**config.mk**
```make
export PLATFORM = sky130hd
export DESIGN_NAME = mep_fifo
export DESIGN_NICKNAME = d
export VERILOG_FILES = /design/src/hw/rtl/mep_fifo.sv
export SDC_FILE = /design/constraint.sdc
export NUM_CORES = 1
export LEC_CHECK = 0
export BUFFER_PORTS_ARGS = -buffer_cell sky130_fd_sc_hd__buf_4
export CORE_MARGIN = 3
export CORE_UTILIZATION = 50
export CTS_CLUSTER_SIZE = 10
export DETAILED_ROUTE_END_ITERATION = 8
export GPL_ROUTABILITY_DRIVEN = 0
export HOLD_SLACK_MARGIN = 0.12
export PLACE_DENSITY = 0.81
export SYNTH_ARGS = -nofsm -noshare
export SYNTH_HDL_FRONTEND = slang
export SYNTH_SLANG_ARGS = --single-unit
```
**constraint.sdc**
```tcl
create_clock -name clk -period 3.5 [get_ports clk]
set_input_delay 0.525 -clock clk [delete_from_list [all_inputs] [get_ports clk]]
set_output_delay 0.525 -clock clk [all_outputs]
set_load 0.005 [all_outputs]
```
**src/hw/rtl/mep_fifo.sv**
```systemverilog
// ----------------------------------------------------------------------------
// mep_fifo: small register queue between the mapping and iteration stages
// First-word-fall-through queue; the head entry is visible while not empty.
// ----------------------------------------------------------------------------
module mep_fifo #(
  parameter int WIDTH = 64,
  parameter int DEPTH = 2
) (
  input  logic             clk,
  input  logic             rst,
  input  logic             push,
  input  logic [WIDTH-1:0] push_data,
  output logic             full,
  input  logic             pop,
  output logic             head_valid,
  output logic [WIDTH-1:0] head_data
);

  localparam int PTR_W = (DEPTH > 1) ? $clog2(DEPTH) : 1;
  localparam int CNT_W = $clog2(DEPTH + 1);

  logic [WIDTH-1:0] entry [DEPTH];
  logic [PTR_W-1:0] wr_ptr;
  logic [PTR_W-1:0] rd_ptr;
  logic [CNT_W-1:0] count;
  logic             do_push;
  logic             do_pop;

  assign full       = (count == CNT_W'(DEPTH));
  assign head_valid = (count != '0);
  assign head_data  = entry[rd_ptr];
  assign do_push    = push && !full;
  assign do_pop     = pop && head_valid;

  always_ff @(posedge clk) begin
    if (rst) begin
      wr_ptr <= '0;
      rd_ptr <= '0;
      count  <= '0;
    end else begin
      if (do_push) begin
        wr_ptr <= (wr_ptr == PTR_W'(DEPTH - 1)) ? '0 : wr_ptr + 1'b1;
      end
      if (do_pop) begin
        rd_ptr <= (rd_ptr == PTR_W'(DEPTH - 1)) ? '0 : rd_ptr + 1'b1;
      end
      if (do_push && !do_pop) begin
        count <= count + 1'b1;
      end else if (do_pop && !do_push) begin
        count <= count - 1'b1;
      end
    end
  end

  always_ff @(posedge clk) begin
    if (do_push) begin
      entry[wr_ptr] <= push_data;
    end
  end

endmodule

```
Word-level counts from Yosys, hierarchy flattened
Memory sizes are Yosys's and may differ from the RTL's. A register that Yosys moved wholly into a read port is not among the register bits.
Index checks and enable logic that the tools add are counted.
Widths: inputs -> output; s select.
{"block": "word_totals", "register_bits": 4, "inputBits": 68, "memories": 1, "output_inout_bits": 66, "ramBits": 128}
{"memory": "entry", "depth": 2, "word_bits": 64, "read_ports": 1, "rd_clocked_by_memory_dff": 1, "wr": 1, "line_no": "22", "source": "logic [WIDTH-1:0] entry [DEPTH];"}
{"block": "classes", "n_reduce_logical": 9, "mux": 8, "n_eq_ne": 1, "n_addsub": 4}
{"operator": "$mux 1", "count": 6}
{"operator": "$logic_and 1x1->1", "count": 4}
{"operator": "$mux 2", "count": 2}
{"operator": "$reduce_bool 2->1", "count": 2}
{"operator": "$logic_not 1->1", "count": 3}
{"operator": "$add 1x1->1 const B", "count": 2}
{"operator": "$add 2x1->2 const B", "count": 1}
{"operator": "$eq 2x2->1 const B", "count": 1}
{"operator": "$sub 2x1->2 const B", "count": 1}

Longest topological paths before layout
{"block": "logic_depth", "word_depth": 7, "mapped_depth": 6}

Worst setup path before layout
No wires, ideal clock.
{"block": "synth_path", "path_kind": "in2reg", "startpoint": "in push", "endpoint": "mem entry[1][0], enable pin", "setup_ns": 0.429, "slack_ns": 0.856, "path_buffers": 0, "cell_stages": 3, "arrival_time_ns": 2.215, "required_ns": 3.071, "path_cell_list": "inv_1 -> nor2_1 -> and2_1"}
{"block": "synth_via", "elab_chain_cells": 3}
{"element": "start, declared", "line_no": "11", "source": "input logic push,"}
{"element": "$logic_and 1x1->1", "line_no": "32", "source": "assign do_push = push && !full;"}
{"element": "$mux 1", "line_no": "56", "source": "if (do_push) begin"}
{"element": "$mux 1 (implied by the code)", "line_no": "57", "source": "entry[wr_ptr] <= push_data;"}
{"element": "end, declared", "line_no": "22"}
Every way passes these cells.

==> results.json <==
{
  "critPathArrivalTime_ns": 2.12,
  "worstSetupStartpointType": "register",
  "clock.fmax_ghz": 0.378,
  "syn_inst": 224,
  "postCtsSetupBuffers": 0,
  "crit_path_max_fanout": 35,
  "slew_headroom_pct": 49.5,
  "area_growth_syn_to_layout_pct": 36.2,
  "avgViaCountPerCell": 4.98,
  "clkPwrFrac_pct": 34.5,
  "cts-root-buf": "clkbuf_8",
  "grt_overflow_total": 0,
  "power_frac_comb_pct": 22.5,
  "finalCritPeriodShare_pct": 75.6,
  "drive_above_1_share_pct": 60.7,
  "drtIter0Drc": 126,
  "yosysSeqAreaShare_pct": 81.6,
  "final_hold_viol_count": 0,
  "layout_min_cycle_time_ns": 2.64,
  "grt_setup_unrepaired": "false",
  "ys_warn_count": 0,
  "port_buffers": 133,
  "clock_latency_ns": 0.49,
  "min_path_type": "input pin to register",
  "synth.net_count": 293,
  "layout_commonest_cell": "buf_4",
  "whs_path_depth": 1,
  "initial_core_util_pct": 51.8,
  "antenna_found_initial": 0,
  "nets": 441,
  "ff2ff_path_depth": 4,
  "critPathCaptureType": "output port",
  "grt_pass1_vias": 2669,
  "crit_type": "register to output port",
  "grt_use_total_pct": 16.7,
  "crit_required_ns": 2.97,
  "wire_per_inst_microns": 17.0,
  "final_cells": 513,
  "htree_levels": 4,
  "grt_pass1_wl_mm": 13.9,
  "diodes": 0,
  "fp.dieH_microns": 104,
  "maxCapViolCount": 0,
  "outcome": "finished, final reports clean",
  "syn_avg_cell_area_sq_um": 21.6,
  "dr.pass1.iters": 4,
  "core_sq_um": 9330,
  "routed_wirelength_mm": 8.75,
  "worst_slew_pin_slew_ns": 0.758,
  "switching_share_pct": 23.8,
  "clockBufferDepth": 2,
  "yosysUniqueCellTypes": 15,
  "synth_top_area_share_pct": 79.5,
  "cts_tree": "built",
  "dieWidth_microns": 104,
  "setup_viol": 0,
  "finalMaxSlewViolations": 0,
  "vias": 2555,
  "synth_top_area_cell": "edfxtp_1",
  "seqPwrFrac_pct": 43.0,
  "num_rows": 35,
  "post_cts_resized": 0,
  "p_sw_mw": 1.17,
  "setup-tns-final_ns": 0,
  "placed_cells": 482,
  "mostFrequentLayoutCells": "buf_4 (133), edfxtp_1 (128), mux2_2 (64), clkbuf_16 (16)",
  "grt_max_degree": 36,
  "synth.area.top_cells": "edfxtp_1 (80%), mux2_2 (15%), dfxtp_1 (2.1%)",
  "skew_ns": 0.00624,
  "cts.hold.buffers_added": 0,
  "syn_area_sq_um": 4830,
  "ioPinCount": 134,
  "p_total_mw": 4.89,
  "hpwl_mm": 5.60,
  "cts.sinks": 133,
  "ir_drop_mv": 0.498,
  "cts_buffers": 17,
  "drcViolationCount": 0,
  "ys_seq_elements": 133,
  "clk_pin_slew_ns": 0.06,
  "powerDensity_nw_per_um2": 743,
  "power.leakage_nw": 2.47,
  "p_int_mw": 3.73,
  "die-area_sq_um": 10900,
  "detail-route-antenna-nets": 0
}
-- metrics by stage --
stage / hold slack [ns] / cell area [sq um] / worst slack, ns / util, %
4_1_cts: 0.178 / 6580 / 0.792 / 70.6
2_1_floorplan: 0.452 / 4830 / 0.856 / -
6_report: 0.213 / 6580 / 0.855 / 70.6
3_5_place_dp: 0.494 / 6010 / 1.28 / 64.4
3_3_place_gp: 0.472 / 6010 / 1.30 / 64.4
5_1_grt: 0.177 / 6580 / 0.726 / 70.6
-- worst paths after layout --
kind	startpoint	endpoint	slack (ns)
max reg2reg	count[1]	entry[0][35]	1.45
max	register	head_data[47]	0.86
min reg2reg	wr_ptr	wr_ptr	0.50
min	push_data[18]	entry[0][18]	0.21
-- final cells by class --
type	count	area [sq um]
clock buffers	17	414
well taps	129	161
multi-input cells	82	835
fillers	606	2740
repair buffers	136	1060
flip-flops and latches	133	3950
clock inverters	14	163
inverters	2	7.51
-- kinds of logic after synthesis --
group / synth area share, %
multiplexers: 14.9
AND/OR/NAND/NOR: 1.01
AO/OA/AOI/OAI: 0.518
XOR/XNOR: 0.544
flip-flops: 81.6
adder cells (fa/ha/maj): 0.259
buffers and inverters: 1.19
-- cells in the mapped netlist, drive strengths merged --
library cell and n:
a21oi 2, or2 1, o21ai 3, dfxtp 5, edfxtp 128, inv 2, nor2 4, and2 1
xor2 3, ha 1, nor2b 1, buf 7, or3 2, mux2 64
-- per-layer routing --
metal  track usage [%]  part of all wire [%]
met1              21.5                    42
met2              25.9                    49
met3              6.52                   7.4
met4              6.27                   1.5
met5                 0                     0
-- state kept, by name, indices dropped and copies added (netlist names), named ones only --
signal / cells
count: 2
entry: 128
rd_ptr: 1
wr_ptr: 1
-- power groups by stage --
stage,Combinational (mW),Clock [mW],Sequential [mW]
6_report,1.10,1.69,2.11
5_1_grt,1.19,1.80,2.13
2_1_floorplan,0.597,0,2.08
3_3_place_gp,1.10,0,2.13
4_1_cts,1.12,1.73,2.11
3_5_place_dp,1.11,0,2.14
-- worst max-delay path, stage by stage (launching register included) --
cell and delay [ns]:
dfxtp_2 0.79, buf_12 0.30, mux2_2 0.37, buf_4 0.14
Power figures use the tool's default switching activity.
