### src/hw/rtl/mep_pkg.sv
// ----------------------------------------------------------------------------
// mep_pkg: shared types and constants for the escape-time pixel engine
// Register layout, fixed field widths, state encodings and the sizes of the
// coordinate mapping datapath.
// ----------------------------------------------------------------------------
package mep_pkg;

  // Fixed field and register widths.
  localparam int COORD_BITS   = 12;
  localparam int ITER_W       = 10;
  localparam int GRAY_W       = 2;
  localparam int CFG_DATA_W   = 32;
  localparam int CFG_IDX_W    = 3;
  localparam int HALF_W       = 31;

  // Mapping datapath widths.
  // hh = hw*h/w stays below 2^43, 2*hw*px below 2^44, 2*hh*py below 2^56.
  localparam int MUL_A_W      = 43;
  localparam int MUL_B_W      = COORD_BITS;
  localparam int PROD_W       = MUL_A_W + MUL_B_W;
  localparam int DIV_W        = PROD_W + 1;
  localparam int DIV_CNT_W    = $clog2(DIV_W);
  localparam int HH_W         = 43;
  localparam int QX_W         = 44;
  localparam int MAP_W        = DIV_W + 2;

  localparam logic [GRAY_W-1:0] GRAY_MAX = 2'd3;
  localparam logic [GRAY_W-1:0] GRAY_MID = 2'd2;
  localparam logic [GRAY_W-1:0] GRAY_LOW = 2'd1;
  localparam logic [GRAY_W-1:0] GRAY_MIN = 2'd0;

  // Configuration register indexes.
  localparam logic [CFG_IDX_W-1:0] CFG_CENTER_RE   = 3'd0;
  localparam logic [CFG_IDX_W-1:0] CFG_CENTER_IM   = 3'd1;
  localparam logic [CFG_IDX_W-1:0] CFG_HALF_WIDTH  = 3'd2;
  localparam logic [CFG_IDX_W-1:0] CFG_ITER_LIMIT  = 3'd3;
  localparam logic [CFG_IDX_W-1:0] CFG_IMG_WIDTH   = 3'd4;
  localparam logic [CFG_IDX_W-1:0] CFG_IMG_HEIGHT  = 3'd5;

  // Reset values.
  localparam logic [31:0]         RST_CENTER_RE  = 32'd0;
  localparam logic [31:0]         RST_CENTER_IM  = 32'd0;
  localparam logic [HALF_W-1:0]   RST_HALF_WIDTH = 31'd429496730;
  localparam logic [ITER_W-1:0]   RST_ITER_LIMIT = 10'd256;
  localparam logic [COORD_BITS-1:0] RST_IMG_WIDTH  = 12'd960;
  localparam logic [COORD_BITS-1:0] RST_IMG_HEIGHT = 12'd540;

  typedef struct packed {
    logic [31:0]             center_re;
    logic [31:0]             center_im;
    logic [HALF_W-1:0]       half_width;
    logic [ITER_W-1:0]       iteration_limit;
    logic [COORD_BITS-1:0]   image_width;
    logic [COORD_BITS-1:0]   image_height;
  } cfg_t;

  typedef enum logic [2:0] {
    F_IDLE,
    F_DIV_HH,
    F_DIV_QX,
    F_DIV_QY,
    F_PUSH
  } front_state_t;

  typedef enum logic {
    B_IDLE,
    B_RUN
  } back_state_t;

endpackage

### src/hw/rtl/mep_divider.sv
// ----------------------------------------------------------------------------
// mep_divider: restoring unsigned divider, one quotient bit per cycle
// Divides a DIV_W-bit dividend by a pixel-count divisor. The result is
// flagged by a one-cycle done pulse and holds until the next start.
// ----------------------------------------------------------------------------
module mep_divider (
  input  logic                           clk,
  input  logic                           rst,
  input  logic                           start,
  input  logic [mep_pkg::DIV_W-1:0]      dividend,
  input  logic [mep_pkg::COORD_BITS-1:0] divisor,
  output logic                           done,
  output logic [mep_pkg::DIV_W-1:0]      quotient
);

  localparam int DW = mep_pkg::DIV_W;
  localparam int RW = mep_pkg::COORD_BITS;

  logic [DW-1:0]                  quo;
  logic [RW-1:0]                  rem;
  logic [RW-1:0]                  dvs;
  logic [mep_pkg::DIV_CNT_W-1:0]  cnt;
  logic                           active;
  logic [RW:0]                    trial;
  logic [RW:0]                    diff;
  logic                           fits;

  assign trial = {rem, quo[DW-1]};
  assign diff  = trial - {1'b0, dvs};
  assign fits  = (trial >= {1'b0, dvs});

  always_ff @(posedge clk) begin
    if (rst) begin
      active <= 1'b0;
      done   <= 1'b0;
      cnt    <= '0;
    end else begin
      done <= 1'b0;
      if (start) begin
        active <= 1'b1;
        cnt    <= '0;
      end else if (active) begin
        cnt <= cnt + 1'b1;
        if (cnt == mep_pkg::DIV_CNT_W'(DW - 1)) begin
          active <= 1'b0;
          done   <= 1'b1;
        end
      end
    end
  end

  always_ff @(posedge clk) begin
    if (start) begin
      quo <= dividend;
      rem <= '0;
      dvs <= divisor;
    end else if (active) begin
      rem <= fits ? diff[RW-1:0] : trial[RW-1:0];
      quo <= {quo[DW-2:0], fits};
    end
  end

  assign quotient = quo;

endmodule

### src/hw/rtl/mep_front.sv
// ----------------------------------------------------------------------------
// mep_front: pixel to complex-plane mapping
// Accepts a pixel, forms the half height and both scaled offsets with one
// shared multiplier and the serial divider, then queues the point c.
// ----------------------------------------------------------------------------
module mep_front #(
  parameter int FRAC_BITS = 28
) (
  input  logic                            clk,
  input  logic                            rst,
  input  mep_pkg::cfg_t                   cfg,
  input  logic                            in_valid,
  output logic                            in_ready,
  input  logic [mep_pkg::COORD_BITS-1:0]  pixel_x,
  input  logic [mep_pkg::COORD_BITS-1:0]  pixel_y,
  output logic                            q_push,
  input  logic                            q_full,
  output logic [2*(FRAC_BITS+4)-1:0]      q_data
);

  localparam int VAL_BITS = FRAC_BITS + 4;
  localparam int MAP_W    = mep_pkg::MAP_W;

  mep_pkg::front_state_t state, state_next;

  logic [mep_pkg::COORD_BITS-1:0] px, py, wd, ht;
  logic [mep_pkg::HH_W-1:0]       hh;
  logic [mep_pkg::QX_W-1:0]       qx;
  logic signed [VAL_BITS-1:0]     cx, cy;
  logic                           launched;

  logic                           div_start;
  logic                           div_done;
  logic [mep_pkg::DIV_W-1:0]      div_dividend;
  logic [mep_pkg::COORD_BITS-1:0] div_divisor;
  logic [mep_pkg::DIV_W-1:0]      div_quotient;

  logic [mep_pkg::MUL_A_W-1:0]    mul_a;
  logic [mep_pkg::MUL_B_W-1:0]    mul_b;
  logic [mep_pkg::PROD_W-1:0]     prod;

  logic signed [MAP_W-1:0]        map_x, map_y;

  function automatic logic signed [VAL_BITS-1:0] sat_val(input logic signed [MAP_W-1:0] v);
    logic fits;
    fits = (v[MAP_W-1:VAL_BITS-1] == {(MAP_W-VAL_BITS+1){v[MAP_W-1]}});
    if (fits) begin
      sat_val = v[VAL_BITS-1:0];
    end else begin
      sat_val = {v[MAP_W-1], {(VAL_BITS-1){!v[MAP_W-1]}}};
    end
  endfunction

  // Operand selection for the shared multiplier.
  always_comb begin
    mul_a        = mep_pkg::MUL_A_W'(cfg.half_width);
    mul_b        = ht;
    div_divisor  = wd;
    div_dividend = mep_pkg::DIV_W'(prod);
    case (state)
      mep_pkg::F_DIV_QX: begin
        mul_b        = px;
        div_dividend = {prod, 1'b0};
      end
      mep_pkg::F_DIV_QY: begin
        mul_a        = hh;
        mul_b        = py;
        div_divisor  = ht;
        div_dividend = {prod, 1'b0};
      end
      default: begin
      end
    endcase
  end

  assign prod = mul_a * mul_b;

  assign map_x = MAP_W'($signed(cfg.center_re))
               - $signed(MAP_W'(cfg.half_width))
               + $signed(MAP_W'(qx));
  assign map_y = MAP_W'($signed(cfg.center_im))
               - $signed(MAP_W'(hh))
               + $signed(MAP_W'(div_quotient));

  always_ff @(posedge clk) begin
    if (rst) begin
      state    <= mep_pkg::F_IDLE;
      launched <= 1'b0;
    end else begin
      state <= state_next;
      if (div_done) begin
        launched <= 1'b0;
      end else if (div_start) begin
        launched <= 1'b1;
      end
    end
  end

  always_comb begin
    state_next = state;
    in_ready   = 1'b0;
    div_start  = 1'b0;
    q_push     = 1'b0;
    case (state)
      mep_pkg::F_IDLE: begin
        in_ready = 1'b1;
        if (in_valid) begin
          state_next = mep_pkg::F_DIV_HH;
        end
      end
      mep_pkg::F_DIV_HH: begin
        div_start = !launched;
        if (div_done) begin
          state_next = mep_pkg::F_DIV_QX;
        end
      end
      mep_pkg::F_DIV_QX: begin
        div_start = !launched;
        if (div_done) begin
          state_next = mep_pkg::F_DIV_QY;
        end
      end
      mep_pkg::F_DIV_QY: begin
        div_start = !launched;
        if (div_done) begin
          state_next = mep_pkg::F_PUSH;
        end
      end
      mep_pkg::F_PUSH: begin
        q_push = !q_full;
        if (!q_full) begin
          state_next = mep_pkg::F_IDLE;
        end
      end
      default: begin
        state_next = mep_pkg::F_IDLE;
      end
    endcase
  end

  always_ff @(posedge clk) begin
    if (state == mep_pkg::F_IDLE && in_valid) begin
      px <= pixel_x;
      py <= pixel_y;
      // A zero image size counts as one pixel.
      wd <= (cfg.image_width == '0) ? mep_pkg::COORD_BITS'(1) : cfg.image_width;
      ht <= (cfg.image_height == '0) ? mep_pkg::COORD_BITS'(1) : cfg.image_height;
    end
    if (div_done) begin
      case (state)
        mep_pkg::F_DIV_HH: hh <= div_quotient[mep_pkg::HH_W-1:0];
        mep_pkg::F_DIV_QX: qx <= div_quotient[mep_pkg::QX_W-1:0];
        mep_pkg::F_DIV_QY: begin
          cx <= sat_val(map_x);
          cy <= sat_val(map_y);
        end
        default: begin
        end
      endcase
    end
  end

  assign q_data = {cy, cx};

  mep_divider u_divider (
    .clk      (clk),
    .rst      (rst),
    .start    (div_start),
    .dividend (div_dividend),
    .divisor  (div_divisor),
    .done     (div_done),
    .quotient (div_quotient)
  );

endmodule

### config.mk
export PLATFORM = sky130hd
export DESIGN_NAME = mep_front
export DESIGN_NICKNAME = d
export VERILOG_FILES = /design/src/hw/rtl/mep_pkg.sv /design/src/hw/rtl/mep_divider.sv /design/src/hw/rtl/mep_front.sv
export SDC_FILE = /design/constraint.sdc
export NUM_CORES = 2
export LEC_CHECK = 0
export BUFFER_PORTS_ARGS = -buffer_cell sky130_fd_sc_hd__buf_2
export CORE_ASPECT_RATIO = 1.2
export CORE_MARGIN = 5
export CORE_UTILIZATION = 48
export CTS_BUF_LIST = sky130_fd_sc_hd__clkbuf_8 sky130_fd_sc_hd__clkbuf_16
export DETAILED_ROUTE_END_ITERATION = 8
export GPL_ROUTABILITY_DRIVEN = 0
export PLACE_DENSITY = 0.63
export SLEW_MARGIN = 20
export SYNTH_ARGS = -nofsm -noshare
export SYNTH_HDL_FRONTEND = slang
export SYNTH_SLANG_ARGS = --single-unit
### constraint.sdc
create_clock -name clk -period 8.7 [get_ports clk]
set_clock_uncertainty 0.2 [all_clocks]
set_input_delay 0.87 -clock clk [delete_from_list [all_inputs] [get_ports clk]]
set_output_delay 0.87 -clock clk [all_outputs]
set_load 0.005 [all_outputs]
After elaboration in Yosys (flattened, before gate mapping)
Cells that the tools add are included.
Cells by class
  $add $sub $neg: 6
  magnitude comparators: 1
  $mul: 1
  bitwise operators: 1
  reductions and logical operators: 18
  equality and inequality tests: 12
  muxes and demuxes: 22
Operator list (number)
  two-way mux 56 bit: 3
  two-way mux 32 bit: 2
  adder 45 x 57 -> 58 bit: 1
  multiplier 43 x 12 -> 55 bit: 1
  equality test 26 bit: 2
  adder 33 x 45 -> 46 bit: 1
  subtractor 32 x 44 -> 45 bit: 1
  two-way mux 43 bit: 1
  subtractor 32 x 32 -> 33 bit: 1
  logical NOT 12 bit: 2
  two-way mux 12 bit: 2
  case mux 12 bit (2 select lines): 1
  two-way mux 3 bit: 5
  case mux 3 bit (5 select lines): 1
  greater-or-equal comparator 13 x 12 -> 1 bit: 1
  subtractor 12 bit: 1
  two-way mux 1 bit: 7
  adder 6 x 1 -> 6 bit (second input constant): 1
  equality test 3 x 2 -> 1 bit (second input constant): 2
  equality test 6 bit (second input constant): 1
  inequality test 2 x 1 -> 1 bit (second input constant): 3
  AND reduction 2 bit: 3
  OR reduction 2 bit: 3
  OR reduction 3 bit: 2
  9 further kinds: 13
Word-level totals
  register bits: 291
  word-level logic and storage cells: 77

Depth between registers and ports, before layout
  word-level depth: 5
  depth in mapped cells: 32
  depth with buffers taken out: 27

By module
A second synthesis with hierarchy kept.
Unflattened totals
  cells, all modules: 4306
  area total of the unflattened synthesis: 37888.8 um^2
Modules (own cells, without submodules)
  mep_front: times used 1, cells each 3983, area each 33704.8 um^2
  mep_divider: times used 1, cells each 323, area each 4184.0 um^2

Worst setup path after synthesis
OpenSTA, ideal clock, no wires.
  kind: register to register
  start point: reg state[2]
  end point: reg u_divider.quo[53] (netlist: u_divider.quotient[53]), data pin
  path slack: 944 ps
  cell stages (with the launch flop): 30
  library setup time: 261 ps
  buffers on the path: 5
  period minus slack after synthesis: 7756 ps
  arrival: 7295 ps
  cell sequence: dfxtp_1 -> clkbuf_1 -> nand2b_1 -> clkbuf_1 -> clkbuf_1 -> buf_1 -> nand2_1 -> o21ai_1 -> clkbuf_1 -> nand2_1 -> fa_1 -> fa_1 -> inv_1 -> fa_1 -> fa_1 -> inv_1 -> fa_1 -> inv_1 -> ha_1 -> a21oi_1 -> nor2b_1 -> o21ai_0 -> a211o_1 -> a2111oi_0 -> nor4b_1 -> o31ai_1 -> nand2_1 -> o211ai_1 -> xor2_1 -> a221o_1
Between the ends
  longest elaborated chain between the ends: 5
Ends and longest elaborated chain
  start, declared: RTL line mep_front.sv:24  | mep_pkg::front_state_t state, state_next;
  start signal, assigned: RTL line mep_front.sv:87  | state <= mep_pkg::F_IDLE;
  start signal, assigned: RTL line mep_front.sv:90  | state <= state_next;
  equality test 3 x 2 -> 1 bit: RTL line mep_front.sv:60, mep_front.sv:104
  case mux 12 bit (2 select lines) / two-way mux 43 bit (equally long branches): RTL line mep_front.sv:60  | case (state)
  multiplier 43 x 12 -> 55 bit: RTL line mep_front.sv:76  | assign prod = mul_a * mul_b;
  two-way mux 56 bit: RTL line mep_front.sv:60
  two-way mux 56 bit *: RTL line mep_divider.sv:53  | if (start) begin
  end signal, assigned: RTL line mep_divider.sv:54  | quo <= dividend;
  end signal, assigned: RTL line mep_divider.sv:59  | quo <= {quo[DW-2:0], fits};
  end, declared: RTL line mep_divider.sv:19  | logic [DW-1:0] quo;
Mark *: on every way between the ends. The rest lies on a longest branch, timed or not.
A chain may end at the register's enable or synchronous reset.

Worst setup path in the final report
  start point: reg state[2]
  end point: reg u_divider.quo[51] (netlist: u_divider.quotient[51]), data pin
The elaborated chain is that of the path after synthesis.

==> impl_metrics.ini <==
[drt]
vias = 30644
first_iter_violations = 2396
wirelength_um = 107000
ant_nets = 0
wire_per_inst_um = 19.5
drc = 0
drt-pass1-iter-count = 9
drt-vias-per-instance = 5.57

[grt]
antenna_found_initial = 1
grt_overflow = 0
track_usage_pct = 25.2
grt_pass1_wl_um = 170000
grt_max_degree = 65
grt_pass1_vias = 31260

[power]
cellPowerDensity_mw_per_mm2 = 321
p_leak_uw = 0.0196
irDropWorstVdd_mv = 0.388

[sta]
finalSetupTns_ns = 0
finalHoldViolations = 0
maxSlewHeadroom_pct = 25.6
clock.fmax_mhz = 120
setup_viol = 0
rsz0062_at_grt = no
period_needed_ns = 8.32
fin_crit_sh_pct = 95.6
worst_pin_slew_ns = 1.11
drv_slew = 0

[worst_setup_path]
cp-endpoint = u_divider.quotient[51]
worst-setup-path-type = reg -> reg
cpMostUsedCell = fa_1
crit_fanout = 24
crit_path_top_delay_cell = nor4b_1
critPathBufInv = 6
crit_family = adder cells
cp_slowest_stage_delay_ns = 0.89
r2r_end = u_divider.quotient[51]
required_ns = 8.76
rr_startpoint = state[2]
cp.depth = 26
cp-end-kind = flip-flop
crit_start = state[2]
rr_worst_depth = 26
cp-start-kind = flip-flop
arrival_ns = 8.38
r2r_setup_slack_ns = 0.38

[clocking]
cts.clk_slew.worst_paths_ns = 0.06
htreeDepth = 2
insertion_delay_ns = 0.56
cts-root-buf = clkbuf_16
cts_setup_buffers = 0
cts_tree = done
numCtsBuffers = 34
holdBufCountCts = 0
clock_path_buffers = 3
cts_resized = 0
clkSinkCount = 291

[floorplan]
dieArea_mm2 = 0.0846
pin_count = 223
die_h_um = 318
core_mm2 = 0.0781
floorplan.initialDensity_pct = 48.5
die_w_um = 266
rows = 112

[placed_design]
io_buffers = 212
dp_hpwl_um = 89000
placed_area_mm2 = 0.0402

[status]
run_status = complete, no violations

[synthesis]
yosys_warnings = 0
yosys-top-cells-area = fa_1 26%, edfxtp_1 21%, inv_1 8.6%, ha_1 7.7%, nand2_1 7.2%
syn_nets = 5198
yosysTopAreaCellShare_pct = 25.8
synthCells = 4320
avgSynthCellArea_um2 = 8.76
syn-cell-area_mm2 = 0.0378
synth_edf_count = 267
seq_area_frac_synth_pct = 22.5
ys.flop_type = edfxtp_1
synthDistinctLibCells = 92
synth_top_area_cell = fa_1
synth-seq-cells = 291
postSynth.asyncResetShare_pct = 0

[layout]
final_area_mm2 = 0.0413
drive_gt1_share_pct = 8.83
layout_commonest_cell = inv_1
nets = 5328
final_cell_mix = 880 x inv_1, 724 x nand2_1, 487 x fa_1
areaGrowthSynthToFinish_pct = 9.10

[flow_run]
maxCapViolCount = 0

[worst_hold_path]
hold_path_class = reg -> reg
power by group:
group,switching [µW],internal (µW),total [µW]
registers,131,1790,1920
clock network,600,788,1390
logic,6310,3620,9930
per-layer routing:
layer / part of all wire (%) / track usage, % / wire, µm
met4: 4.6 / 9.75 / 4980
met5: 0 / 0 / 0
met2: 48 / 43.1 / 51700
met3: 6.0 / 2.93 / 6460
met1: 41 / 32.8 / 44100
worst register-to-register path, delay by kind of cell (launching register included):
family	cells	cell delay, ns
adders and majority gates	6	2.83
and+or+nand+nor	4	1.56
xor gates and xnor gates	1	0.31
AOI/OAI and AO/OA	9	1.89
buffers and inverters	6	0.96
DFF	1	0.31
cell usage after synthesis, types with 12 or more instances:
library cell,number
buf_4,17
o21a_1,22
a21oi_1,172
nor2_1,251
xnor2_1,86
o21ai_0,130
o21ai_1,26
a31oi_1,32
mux2i_1,86
nand3_1,40
or3_1,12
a21o_1,87
nand2b_1,18
nor4_1,16
and3_1,17
nor2b_1,19
xor2_1,60
o31ai_1,15
nand2_1,724
o211ai_1,18
nand4_1,40
dfxtp_1,24
nor3_1,43
edfxtp_1,267
o21bai_1,20
ha_1,234
inv_1,869
clkbuf_1,169
fa_1,487
and2_1,55
a22oi_1,19
o221ai_1,23
a211oi_1,23
o32ai_1,32
worst min-delay path by stage:
stage | from | end | slack (ns) | depth (start not counted)
global route | pixel_y[4] | py[4] | 0.27 | 1
CTS | u_divider.quotient[31] | qx[31] | 0.25 | 0
detailed placement | u_divider.quotient[31] | hh[31] | 0.26 | 0
global placement | u_divider.quotient[31] | hh[31] | 0.25 | 0
floorplan | u_divider.done | launched | 0.23 | 1
finish | u_divider.quotient[31] | qx[31] | 0.25 | 0
flip-flops by register name (all words and copies together) (netlist names):
signal and cells:
cx 32, wd 12, u_divider.active 1, hh 43, launched 1, u_divider.done 1
qx 44, cy 32, py 12, u_divider.rem 12, u_divider.cnt 6, u_divider.quotient 56
u_divider.dvs 12, state 3, ht 12, px 12
cell families after synthesis:
kind of cell | after synthesis | share of synthesized area, %
AOI/OAI and AO/OA | 718 | 12.6
xor gates and xnor gates | 146 | 3.38
adders and majority gates | 721 | 33.5
buffers and inverters | 1070 | 10.9
DFF | 291 | 22.5
muxes | 89 | 2.36
and+or+nand+nor | 1285 | 14.8
cell type report:
cell class | instances | area [µm²]
diodes | 1 | 2.50
clock buffers | 35 | 865
clock inverters | 26 | 198
fillers | 7296 | 36800
inverters | 870 | 3270
multi-input cells | 2959 | 25400
flip-flops and latches | 291 | 8500
well taps | 1026 | 1280
repair buffers | 294 | 1780
through the flow:
step                      setup slack [ns]  total power [µW]  util [%]  hold WS, ns  std cells
after detailed placement            0.0457             11700      51.5        0.256       5440
after CTS                           0.0166             13100      52.9        0.252       5501
after global placement               0.135             11600      51.5        0.255       5440
final                                0.382             13200      52.9        0.250       5502
after global routing                0.0785             14400      52.9        0.270       5501
after floorplan                      0.944              8740         -        0.231       4320
(Power assumes the default switching activity.)
